`src/rtl/mqtt_control_packet_receiver_top_macros.svh`:
```
// ----------------------------------------------------------------------------
// mqtt receiver assertion macros
// shared concurrent assertion forms, clocked on clk_i, quiet during reset
// ----------------------------------------------------------------------------
`ifndef MQTT_CONTROL_PACKET_RECEIVER_TOP_MACROS_SVH
`define MQTT_CONTROL_PACKET_RECEIVER_TOP_MACROS_SVH

// property that must hold at every clock edge out of reset
`define MQTT_ASSERT(lbl, prop, msg) \
  lbl: assert property (@(posedge clk_i) disable iff (!rst_ni) (prop)) else $error(msg);

// same-cycle implication
`define MQTT_ASSERT_IMP(lbl, ante, cons, msg) \
  lbl: assert property (@(posedge clk_i) disable iff (!rst_ni) (ante) |-> (cons)) \
    else $error(msg);

// next-cycle implication
`define MQTT_ASSERT_NXT(lbl, ante, cons, msg) \
  lbl: assert property (@(posedge clk_i) disable iff (!rst_ni) (ante) |=> (cons)) \
    else $error(msg);

`endif

```
`src/rtl/mqtt_rx_pkg.sv`:
```
// ----------------------------------------------------------------------------
// mqtt receiver package
// packet and result kinds, type table, result record and queue sizing
// ----------------------------------------------------------------------------
package mqtt_rx_pkg;

  // topic bytes streamed out per publish
  localparam int TOPIC_KEEP = 41;

  // result queue depth and pointer widths
  localparam int QDEPTH = 4;
  localparam int QPTR_W = $clog2(QDEPTH);
  localparam int QCNT_W = $clog2(QDEPTH + 1);

  localparam int NUM_TYPES = 9;
  localparam logic [17:0] BODY_MAX = 18'h3ffff;

  typedef enum logic [3:0] {
    PK_CONNACK  = 4'd0,
    PK_PUBLISH  = 4'd1,
    PK_PUBACK   = 4'd2,
    PK_PUBREC   = 4'd3,
    PK_PUBREL   = 4'd4,
    PK_PUBCOMP  = 4'd5,
    PK_SUBACK   = 4'd6,
    PK_UNSUBACK = 4'd7,
    PK_PINGRESP = 4'd8,
    PK_NONE     = 4'd15
  } pk_e;

  typedef enum logic [1:0] {
    RK_TOPIC   = 2'd0,
    RK_PAYLOAD = 2'd1,
    RK_EVENT   = 2'd2
  } rk_e;

  typedef enum logic [1:0] {
    RD_NONE    = 2'd0,
    RD_PUBACK  = 2'd1,
    RD_PUBREC  = 2'd2,
    RD_PUBCOMP = 2'd3
  } reply_e;

  // fixed header codes, in match priority order
  localparam logic [7:0] TYPE_CODES [NUM_TYPES] = '{
    8'h20, 8'h30, 8'h40, 8'h50, 8'h62, 8'h70, 8'h90, 8'hb0, 8'hd0
  };

  typedef struct packed {
    rk_e          kind;
    logic [7:0]   data_byte;
    logic [3:0]   packet_kind;
    logic [15:0]  packet_id;
    logic [7:0]   status_code;
    logic [1:0]   qos_level;
    logic [15:0]  topic_length;
    logic [7:0]   payload_length;
    reply_e       reply_due;
    logic         length_error;
    logic         last;
  } res_t;

  // up to two results per accepted byte
  typedef struct packed {
    logic [1:0] n;
    res_t       res0;
    res_t       res1;
  } res_pair_t;

  // header byte to packet kind
  function automatic pk_e classify(input logic [7:0] hdr, input logic upper);
    pk_e  k;
    logic hit;
    k   = PK_NONE;
    hit = 1'b0;
    for (int i = 0; i < NUM_TYPES; i++) begin
      if (!hit && ((upper && TYPE_CODES[i] == (hdr & 8'hf0)) || TYPE_CODES[i] == hdr)) begin
        k   = pk_e'(4'(i));
        hit = 1'b1;
      end
    end
    return k;
  endfunction

  // remaining length a fixed-size packet must carry
  function automatic logic [1:0] expected_len(input pk_e pk);
    logic [1:0] len;
    case (pk)
      PK_SUBACK:   len = 2'd3;
      PK_PUBLISH:  len = 2'd0;
      PK_PINGRESP: len = 2'd0;
      default:     len = 2'd2;
    endcase
    return len;
  endfunction

endpackage

```
`src/rtl/mqtt_control_packet_receiver_top.sv`:
```
// ----------------------------------------------------------------------------
// mqtt control packet receiver
// parses server-to-client packet bytes into topic, payload and event items
//
//   channel   dir  handshake                 contents
//   s_axis    in   tvalid/tready             tdata rx_byte, tlast end_of_packet
//   m_axis    out  tvalid/tready             tuser kind, tdata data byte and
//                                            event fields, tlast last
//   cfg       in   cfg_we_i                  cfg_wdata_i match_upper_nibble
//
// one byte per cycle while the result queue has room: an input register,
// combinational decode, then a four-entry result queue; a byte makes at most
// two items (data and event); input stalls only when a byte waits in the
// input register and the result queue holds more than two items
// reset clears packet state, queue and sets match_upper_nibble to 1
// ----------------------------------------------------------------------------
module mqtt_control_packet_receiver_top
  import mqtt_rx_pkg::*;
(
  input  logic        clk_i,
  input  logic        rst_ni,
  input  logic        s_axis_tvalid,
  output logic        s_axis_tready,
  input  logic [7:0]  s_axis_tdata,   // [7:0] rx_byte
  input  logic        s_axis_tlast,   // end_of_packet
  output logic        m_axis_tvalid,
  input  logic        m_axis_tready,
  // [7:0] data_byte, [11:8] packet_kind, [27:12] packet_id, [35:28] status_code,
  // [37:36] qos_level, [53:38] topic_length, [61:54] payload_length,
  // [63:62] reply_due, [64] length_error, [71:65] zero
  output logic [71:0] m_axis_tdata,
  output logic [1:0]  m_axis_tuser,   // [1:0] kind
  output logic        m_axis_tlast,   // last
  input  logic        cfg_we_i,
  input  logic        cfg_wdata_i     // match_upper_nibble
);

  logic       upper_q;
  logic       stage_vld_q, stage_vld_d;
  logic [7:0] stage_byte_q;
  logic       stage_eop_q;
  logic       room;
  logic       fire;
  logic       s_acc;
  res_pair_t  pair;
  res_t       head;

  assign fire          = stage_vld_q && room;
  assign s_axis_tready = !stage_vld_q || fire;
  assign s_acc         = s_axis_tvalid && s_axis_tready;

  // match mode register
  always_ff @(posedge clk_i or negedge rst_ni) begin
    if (!rst_ni) begin
      upper_q <= 1'b1;
    end else if (cfg_we_i) begin
      upper_q <= cfg_wdata_i;
    end
  end

  // input register
  always_comb begin
    stage_vld_d = stage_vld_q;
    if (s_acc) begin
      stage_vld_d = 1'b1;
    end else if (fire) begin
      stage_vld_d = 1'b0;
    end
  end

  always_ff @(posedge clk_i or negedge rst_ni) begin
    if (!rst_ni) begin
      stage_vld_q <= 1'b0;
    end else begin
      stage_vld_q <= stage_vld_d;
    end
  end

  always_ff @(posedge clk_i) begin
    if (s_acc) begin
      stage_byte_q <= s_axis_tdata;
      stage_eop_q  <= s_axis_tlast;
    end
  end

  mqtt_rx_decode u_decode (
    .clk_i   (clk_i),
    .rst_ni  (rst_ni),
    .fire_i  (fire),
    .byte_i  (stage_byte_q),
    .eop_i   (stage_eop_q),
    .upper_i (upper_q),
    .out_o   (pair)
  );

  mqtt_rx_resq u_resq (
    .clk_i       (clk_i),
    .rst_ni      (rst_ni),
    .push_i      (pair),
    .room_o      (room),
    .out_valid_o (m_axis_tvalid),
    .out_ready_i (m_axis_tready),
    .out_o       (head)
  );

  // output packing
  assign m_axis_tuser = head.kind;
  assign m_axis_tlast = head.last;
  assign m_axis_tdata = {7'b0, head.length_error, head.reply_due, head.payload_length,
                         head.topic_length, head.qos_level, head.status_code,
                         head.packet_id, head.packet_kind, head.data_byte};

endmodule

```
`src/rtl/mqtt_rx_decode.sv`:
```
// ----------------------------------------------------------------------------
// mqtt receiver byte decoder
// per-packet state and the field capture, one packet byte per cycle on fire_i
// ----------------------------------------------------------------------------
`include "mqtt_control_packet_receiver_top_macros.svh"

module mqtt_rx_decode
  import mqtt_rx_pkg::*;
(
  input  logic       clk_i,
  input  logic       rst_ni,
  input  logic       fire_i,
  input  logic [7:0] byte_i,
  input  logic       eop_i,
  input  logic       upper_i,
  output res_pair_t  out_o
);

  logic [7:0]  byte_index_q, byte_index_d;
  logic [7:0]  header_q, header_d, header_n;
  logic [20:0] rem_len_q, rem_len_d, rem_len_n;
  logic [1:0]  len_cnt_q, len_cnt_d, len_cnt_n;
  logic        len_done_q, len_done_d, len_done_n;
  logic [15:0] topic_len_q, topic_len_d, topic_len_n;
  logic [15:0] id_q, id_d, id_n;
  logic [7:0]  status_q, status_d, status_n;
  logic [7:0]  pay_cnt_q, pay_cnt_d, pay_cnt_n;
  logic        err_q, err_d, err_n;
  logic [17:0] body_cnt_q, body_cnt_d, body_cnt_n;

  pk_e         body_pk;
  pk_e         ev_pk;
  logic [1:0]  qos;
  logic [17:0] t_p2;
  logic [17:0] t_p3;
  logic        qos_id;
  logic        data_vld;
  res_t        data_res;
  logic        ev_vld;
  logic        ev_err;
  res_t        ev_res;

  assign body_pk = classify(header_q, upper_i);
  assign qos     = header_q[2:1];
  assign qos_id  = (qos == 2'd1) || (qos == 2'd2);
  assign t_p2    = {2'b00, topic_len_q} + 18'd2;
  assign t_p3    = {2'b00, topic_len_q} + 18'd3;

  // header, length field and body capture
  always_comb begin
    header_n    = header_q;
    rem_len_n   = rem_len_q;
    len_cnt_n   = len_cnt_q;
    len_done_n  = len_done_q;
    topic_len_n = topic_len_q;
    id_n        = id_q;
    status_n    = status_q;
    pay_cnt_n   = pay_cnt_q;
    err_n       = err_q;
    body_cnt_n  = body_cnt_q;
    data_vld    = 1'b0;
    data_res    = '0;
    data_res.data_byte = byte_i;
    data_res.last      = 1'b1;
    if (byte_index_q == 8'd0) begin
      header_n = byte_i;
    end else if (!len_done_q) begin
      if (len_cnt_q == 2'd3) begin
        err_n      = 1'b1;
        len_done_n = 1'b1;
      end else begin
        case (len_cnt_q)
          2'd0:    rem_len_n = rem_len_q | {14'b0, byte_i[6:0]};
          2'd1:    rem_len_n = rem_len_q | {7'b0, byte_i[6:0], 7'b0};
          default: rem_len_n = rem_len_q | {byte_i[6:0], 14'b0};
        endcase
        len_cnt_n = len_cnt_q + 2'd1;
        if (!byte_i[7]) begin
          len_done_n = 1'b1;
        end
      end
    end else if (body_pk != PK_NONE) begin
      if (body_pk == PK_PUBLISH) begin
        if (body_cnt_q == 18'd0) begin
          topic_len_n = {byte_i, 8'h00};
        end else if (body_cnt_q == 18'd1) begin
          topic_len_n = {topic_len_q[15:8], byte_i};
        end else if (body_cnt_q < t_p2) begin
          if ((body_cnt_q - 18'd2) < 18'(TOPIC_KEEP)) begin
            data_vld      = 1'b1;
            data_res.kind = RK_TOPIC;
          end
        end else if (qos_id && body_cnt_q == t_p2) begin
          id_n = {byte_i, 8'h00};
        end else if (qos_id && body_cnt_q == t_p3) begin
          id_n = {id_q[15:8], byte_i};
        end else begin
          data_vld      = 1'b1;
          data_res.kind = RK_PAYLOAD;
          if (pay_cnt_q != 8'hff) begin
            pay_cnt_n = pay_cnt_q + 8'd1;
          end
        end
      end else if (body_pk == PK_CONNACK) begin
        if (body_cnt_q == 18'd1) begin
          status_n = byte_i;
        end
      end else if (body_pk != PK_PINGRESP) begin
        if (body_cnt_q == 18'd0) begin
          id_n = {byte_i, 8'h00};
        end else if (body_cnt_q == 18'd1) begin
          id_n = {id_q[15:8], byte_i};
        end else if (body_cnt_q == 18'd2 && body_pk == PK_SUBACK) begin
          status_n = byte_i;
        end
      end
      if (body_cnt_q != BODY_MAX) begin
        body_cnt_n = body_cnt_q + 18'd1;
      end
    end
  end

  assign ev_pk = classify(header_n, upper_i);

  // end-of-packet event
  always_comb begin
    ev_vld = eop_i && (ev_pk != PK_NONE) &&
             ((byte_index_q >= 8'd3) || (ev_pk == PK_PINGRESP));
    ev_err = err_n | ~len_done_n;
    if (ev_pk != PK_PUBLISH && len_done_n &&
        rem_len_n != {19'b0, expected_len(ev_pk)}) begin
      ev_err = 1'b1;
    end
    ev_res             = '0;
    ev_res.kind        = RK_EVENT;
    ev_res.packet_kind = ev_pk;
    ev_res.packet_id   = id_n;
    ev_res.length_error = ev_err;
    ev_res.last        = 1'b1;
    if (ev_pk == PK_CONNACK || ev_pk == PK_SUBACK) begin
      ev_res.status_code = status_n;
    end
    if (ev_pk == PK_PUBLISH) begin
      ev_res.qos_level      = header_n[2:1];
      ev_res.topic_length   = topic_len_n;
      ev_res.payload_length = pay_cnt_n;
      case (header_n[2:1])
        2'd1:    ev_res.reply_due = RD_PUBACK;
        2'd2:    ev_res.reply_due = RD_PUBREC;
        default: ev_res.reply_due = RD_NONE;
      endcase
    end else if (ev_pk == PK_PUBREL) begin
      ev_res.reply_due = RD_PUBCOMP;
    end
  end

  // result pair
  always_comb begin
    out_o      = '0;
    out_o.res0 = data_vld ? data_res : ev_res;
    out_o.res1 = ev_res;
    if (fire_i) begin
      case ({data_vld, ev_vld})
        2'b11: begin
          out_o.n         = 2'd2;
          out_o.res0.last = 1'b0;
        end
        2'b10:   out_o.n = 2'd1;
        2'b01:   out_o.n = 2'd1;
        default: out_o.n = 2'd0;
      endcase
    end
  end

  // next state, cleared after the packet's last byte
  always_comb begin
    byte_index_d = byte_index_q;
    header_d     = header_q;
    rem_len_d    = rem_len_q;
    len_cnt_d    = len_cnt_q;
    len_done_d   = len_done_q;
    topic_len_d  = topic_len_q;
    id_d         = id_q;
    status_d     = status_q;
    pay_cnt_d    = pay_cnt_q;
    err_d        = err_q;
    body_cnt_d   = body_cnt_q;
    if (fire_i) begin
      if (eop_i) begin
        byte_index_d = '0;
        header_d     = '0;
        rem_len_d    = '0;
        len_cnt_d    = '0;
        len_done_d   = 1'b0;
        topic_len_d  = '0;
        id_d         = '0;
        status_d     = '0;
        pay_cnt_d    = '0;
        err_d        = 1'b0;
        body_cnt_d   = '0;
      end else begin
        byte_index_d = (byte_index_q != 8'hff) ? byte_index_q + 8'd1 : byte_index_q;
        header_d     = header_n;
        rem_len_d    = rem_len_n;
        len_cnt_d    = len_cnt_n;
        len_done_d   = len_done_n;
        topic_len_d  = topic_len_n;
        id_d         = id_n;
        status_d     = status_n;
        pay_cnt_d    = pay_cnt_n;
        err_d        = err_n;
        body_cnt_d   = body_cnt_n;
      end
    end
  end

  // state registers
  always_ff @(posedge clk_i or negedge rst_ni) begin
    if (!rst_ni) begin
      byte_index_q <= '0;
      header_q     <= '0;
      rem_len_q    <= '0;
      len_cnt_q    <= '0;
      len_done_q   <= 1'b0;
      topic_len_q  <= '0;
      id_q         <= '0;
      status_q     <= '0;
      pay_cnt_q    <= '0;
      err_q        <= 1'b0;
      body_cnt_q   <= '0;
    end else begin
      byte_index_q <= byte_index_d;
      header_q     <= header_d;
      rem_len_q    <= rem_len_d;
      len_cnt_q    <= len_cnt_d;
      len_done_q   <= len_done_d;
      topic_len_q  <= topic_len_d;
      id_q         <= id_d;
      status_q     <= status_d;
      pay_cnt_q    <= pay_cnt_d;
      err_q        <= err_d;
      body_cnt_q   <= body_cnt_d;
    end
  end

  // checks
  `MQTT_ASSERT_NXT(a_eop_clears, fire_i && eop_i,
    byte_index_q == 8'd0 && !len_done_q && body_cnt_q == 18'd0,
    "packet state not cleared after last byte")
  `MQTT_ASSERT_IMP(a_pair_order, out_o.n == 2'd2,
    out_o.res0.kind != RK_EVENT && out_o.res1.kind == RK_EVENT && !out_o.res0.last,
    "two results must be a data byte then the event")
  `MQTT_ASSERT_IMP(a_single_last, out_o.n == 2'd1, out_o.res0.last,
    "single result must carry last")

endmodule

```
`src/rtl/mqtt_rx_resq.sv`:
```
// ----------------------------------------------------------------------------
// mqtt receiver result queue
// small queue taking up to two results a cycle and giving one a cycle on out_ready_i
// ----------------------------------------------------------------------------
`include "mqtt_control_packet_receiver_top_macros.svh"

module mqtt_rx_resq
  import mqtt_rx_pkg::*;
(
  input  logic      clk_i,
  input  logic      rst_ni,
  input  res_pair_t push_i,
  output logic      room_o,
  output logic      out_valid_o,
  input  logic      out_ready_i,
  output res_t      out_o
);

  res_t              slots_q [QDEPTH];
  logic [QPTR_W-1:0] wr_ptr_q, wr_ptr_d;
  logic [QPTR_W-1:0] rd_ptr_q, rd_ptr_d;
  logic [QCNT_W-1:0] count_q, count_d;
  logic              pop;

  assign room_o      = count_q <= QCNT_W'(QDEPTH - 2);
  assign out_valid_o = count_q != '0;
  assign out_o       = slots_q[rd_ptr_q];
  assign pop         = out_valid_o && out_ready_i;

  // pointers and fill
  always_comb begin
    wr_ptr_d = wr_ptr_q + QPTR_W'(push_i.n);
    rd_ptr_d = rd_ptr_q + QPTR_W'(pop);
    count_d  = count_q + QCNT_W'(push_i.n) - QCNT_W'(pop);
  end

  always_ff @(posedge clk_i or negedge rst_ni) begin
    if (!rst_ni) begin
      wr_ptr_q <= '0;
      rd_ptr_q <= '0;
      count_q  <= '0;
    end else begin
      wr_ptr_q <= wr_ptr_d;
      rd_ptr_q <= rd_ptr_d;
      count_q  <= count_d;
    end
  end

  // slot writes
  always_ff @(posedge clk_i) begin
    if (push_i.n != 2'd0) begin
      slots_q[wr_ptr_q] <= push_i.res0;
    end
    if (push_i.n == 2'd2) begin
      slots_q[wr_ptr_q + QPTR_W'(1)] <= push_i.res1;
    end
  end

  // checks
  `MQTT_ASSERT(a_fill_bound, count_q <= QCNT_W'(QDEPTH), "result queue overfilled")
  `MQTT_ASSERT_IMP(a_push_room, push_i.n != 2'd0, room_o, "push without room")
  `MQTT_ASSERT(a_ptr_gap, QPTR_W'(wr_ptr_q - rd_ptr_q) == QPTR_W'(count_q),
    "queue pointers disagree with fill")

endmodule
```
`config.mk`:
```
export PLATFORM = sky130hd
export DESIGN_NAME = mqtt_control_packet_receiver_top
export DESIGN_NICKNAME = d
export VERILOG_FILES = /design/src/rtl/mqtt_rx_pkg.sv /design/src/rtl/mqtt_control_packet_receiver_top.sv /design/src/rtl/mqtt_rx_decode.sv /design/src/rtl/mqtt_rx_resq.sv
export VERILOG_INCLUDE_DIRS = /design/src /design/src/rtl
export SDC_FILE = /design/constraint.sdc
export NUM_CORES = 1
export LEC_CHECK = 0
export BUFFER_PORTS_ARGS = -buffer_cell sky130_fd_sc_hd__buf_2
export CAP_MARGIN = 20
export CORE_ASPECT_RATIO = 1.75
export CORE_MARGIN = 4
export CORE_UTILIZATION = 55
export CTS_BUF_LIST = sky130_fd_sc_hd__clkbuf_4 sky130_fd_sc_hd__clkbuf_8 sky130_fd_sc_hd__clkbuf_16
export CTS_CLUSTER_SIZE = 24
export DETAILED_ROUTE_END_ITERATION = 10
export GPL_ROUTABILITY_DRIVEN = 0
export PLACE_DENSITY = 0.75
export SLEW_MARGIN = 20
export SYNTH_ARGS = -nofsm -noshare
export SYNTH_HDL_FRONTEND = slang
export SYNTH_SLANG_ARGS = --single-unit
```
`constraint.sdc`:
```
create_clock -name clk_i -period 6.9 [get_ports clk_i]
set_clock_uncertainty 0.1 [all_clocks]
set_input_delay 1.38 -clock clk_i [delete_from_list [all_inputs] [get_ports clk_i]]
set_output_delay 1.38 -clock clk_i [all_outputs]
set_load 0.05 [all_outputs]
```
==> qor.csv <==
metric,value,unit
status,"complete, no violations",
RSZ-0062 raised after global routing,no,
NumNets Final,1835,
Rel. slew slack,32.8,%
Hold Path Origin,u_resq.slots_q[1][67],
"Slowest-stage cell, CP",dfrtp_1,
fill count,2818,
crit-path max FO,12,
"Hold-fix buffers, CTS",0,
Layout area overhead,10.9,%
"Avg Cell Area, Syn",11.3,sq um
maximum VDD drop,0.000230,V
"FFs w/ async S/R, synth",29.2,%
CP peak stage delay,0.56,ns
effective utilization at floorplan,55.8,%
mapped cell area,0.0197,sq mm
num rows,91,
Slew @ Worst Pin,1.00,ns
Pint,4.98,mW
global-route wire length before repair,78800,microns
drt first pass iters,5,
Achievable Freq,155,MHz
port bufs,84,
Via Count,14261,
initial antenna violation count,0,
Post CTS Setup Buffer Count,0,
Crit path max-delay family,simple AND/OR/NAND/NOR gates,
core area,0.0353,sq mm
Worst R2R Setup Slack,0.44,ns
"most used cell, CP",nand3_1,
post-DR vias/cell,6.28,
Switch Pwr,3.43,mW
Routed Antenna Nets,0,
worst hold endpoint,u_resq.slots_q[1][67],
Seq cells post-synth,397,
cells on worst reg2reg path,19,
Main synth FF type,edfxtp_1,
"Power, Total",8.40,mW
final hold vios,0,
cell area after layout,0.0218,sq mm
path type of the worst min-delay path,flip-flop to flip-flop,
period utilization,93.6,%
CP Cell Sequence,"nand3_1, or2_2, nor3_1, nand3_1, xor2_1, ha_1, nand3_1, nor4_1, inv_1, nor4_1, or4_1, o21a_1, inv_1, ha_1, nand2b_1, nor3_1, o21ai_1, inv_2, buf_4",
# DRC,0,
Critical Path RT,7.06,ns
clock transition at the registers of the reported paths,0.08,ns
RR Startpoint,u_decode.topic_len_q[3],
depth of the worst hold-timing path,2,
GR Overflow Total,0,
root buffer cell,clkbuf_16,
WP data arrival,6.62,ns
Sw Share,40.8,%
largest net degree at the start of global routing,62,
Yosys warnings,0,
post_cts resized,0,
CTS Sinks,397,
setup_tns,0,ns
diode count,0,
CTS tree,yes,
Max-cap violations,0,
Die Ht,258,microns
Post-synth EDFFs,237,
clock power share,24.8,%
share of cells above drive strength 1,16.7,%
nature of the critical path endpoint,flip-flop,
# IOs,92,
vias in the first global route,14529,
Hold WS,0.351,ns
minimum clock period,6.46,ns
Slew Limit Fails,0,
Post-DP Area,0.0206,sq mm
CP Launch Type,flip-flop,
post-DP HPWL,32400,microns
Avg WL per Cell,21.9,microns
die footprint,0.0390,sq mm
fin util,61.8,%
LEAKAGE,8.26,nW
Cell variety after synth,77,
clk_lat worst skew,0.54,ns
Post-Synthesis Cells,1740,
register area share after synthesis,55.4,%
worst reg2reg endpoint,u_resq.slots_q[0][4],
Crit Path Class,flip-flop to flip-flop,
most frequent cells in the layout,"314 x nor2_1, 237 x edfxtp_1, 130 x nand2_1",
"commonest non-fill, non-tap cell in the layout",nor2_1,
Worst Path Buf+Inv,4,
WL final,49700,microns
pwr dens,385,mW/mm^2
Max clock buf depth,3,
GRT Overall Usage,25.7,%
Die Wd,151,microns
Reg power frac,36.7,%
Gate power share,38.5,%
# setup viols final,0,
H-tree level count,2,
CTS buffer count,36,
DRT iter0 DRCs,1173,
==> worst register-to-register path: cells and delay by family (launching register included) <==
family | cells | cell delay [ns]
XOR/XNOR | 1 | 0.17
flip-flops | 1 | 0.56
adder cells (fa/ha/maj) | 2 | 0.70
AO/OA/AOI/OAI | 2 | 0.62
buffers and inverters | 4 | 0.82
AND/OR/NAND/NOR | 10 | 3.26
==> layout make-up <==
type,count,area [sq um],share of cell area (%)
flip-flops and latches,397,10900,50.0
inverters,44,165,0.757
multi-input cells,1172,8080,37.0
repair buffers,129,873,4.00
clock buffers,43,977,4.48
clock inverters,21,241,1.11
well taps,465,582,2.67
==> logic make-up (layout without fill, tap and decap cells) <==
family | Yosys count | after routing | synth area share [%]
flip-flops | 397 | 397 | 55.4
AND/OR/NAND/NOR | 655 | 655 | 14.9
adder cells (fa/ha/maj) | 40 | 40 | 2.58
XOR/XNOR | 62 | 62 | 2.76
AO/OA/AOI/OAI | 310 | 310 | 11.0
other | 1 | 7 | 0.0191
buffers and inverters | 177 | 237 | 3.91
multiplexers | 98 | 98 | 9.42
==> through the flow <==
step,setup WS (ns),cells
3_3_place_gp,0.664,2207
2_1_floorplan,0.374,1746
4_1_cts,0.481,2271
3_5_place_dp,0.491,2207
5_1_grt,0.0564,2271
6_report,0.439,2271
==> synthesized netlist by cell type (17+ instances only) <==
cell	n	area share (%)
a21oi_1	59	1.5
a22o_1	49	2.2
a22oi_1	36	1.4
buf_2	26	0.66
clkbuf_1	83	1.6
dfrtp_1	115	15
dfxtp_1	44	4.5
edfxtp_1	237	36
ha_1	39	2.5
inv_1	44	0.84
mux2_2	17	0.97
mux4_2	68	7.8
nand2_1	131	2.5
nand3_1	50	1.3
nand4_1	18	0.57
nor2_1	315	6.0
nor3_1	35	0.89
nor4_1	28	0.89
o21ai_0	57	1.4
xnor2_1	37	1.6
xor2_1	25	1.1
==> registers in the layout (all words and copies together), names as in the netlist, 2 cells and up <==
name,flops
stage_byte_q,8
u_decode.body_cnt_q,18
u_decode.byte_index_q,8
u_decode.header_q,8
u_decode.id_q,16
u_decode.len_cnt_q,2
u_decode.pay_cnt_q,8
u_decode.rem_len_q,21
u_decode.status_q,8
u_decode.topic_len_q,16
u_resq.count_q,3
u_resq.rd_ptr_q,2
u_resq.slots_q,272
u_resq.wr_ptr_q,2
==> worst max-delay path by stage <==
stage,startpoint,end,depth (start not counted)
2_1_floorplan,u_decode.topic_len_q[2],u_resq.slots_q[3][54],24
3_3_place_gp,u_decode.topic_len_q[3],u_resq.slots_q[0][14],19
3_5_place_dp,u_decode.topic_len_q[3],u_resq.slots_q[0][4],19
4_1_cts,u_decode.topic_len_q[3],u_resq.slots_q[0][21],19
5_1_grt,u_decode.topic_len_q[4],u_resq.slots_q[1][8],21
6_report,u_decode.topic_len_q[3],u_resq.slots_q[0][4],19
==> power by group through the flow <==
stage | clock, mW | combinational, mW | sequential (mW)
6_report | 2.08 | 3.24 | 3.08
3_5_place_dp | 0 | 3.22 | 3.12
4_1_cts | 2.11 | 3.24 | 3.07
2_1_floorplan | 0 | 2.63 | 2.89
5_1_grt | 2.21 | 3.48 | 3.12
3_3_place_gp | 0 | 3.18 | 3.11
==> per-layer routing <==
metal | track usage [%] | share of wire [%]
met1 | 30.4 | 36
met2 | 44.6 | 52
met3 | 3.60 | 6.0
met4 | 14.2 | 6.0
met5 | 0 | 0
Note: power is estimated with default switching activity, not from simulation.
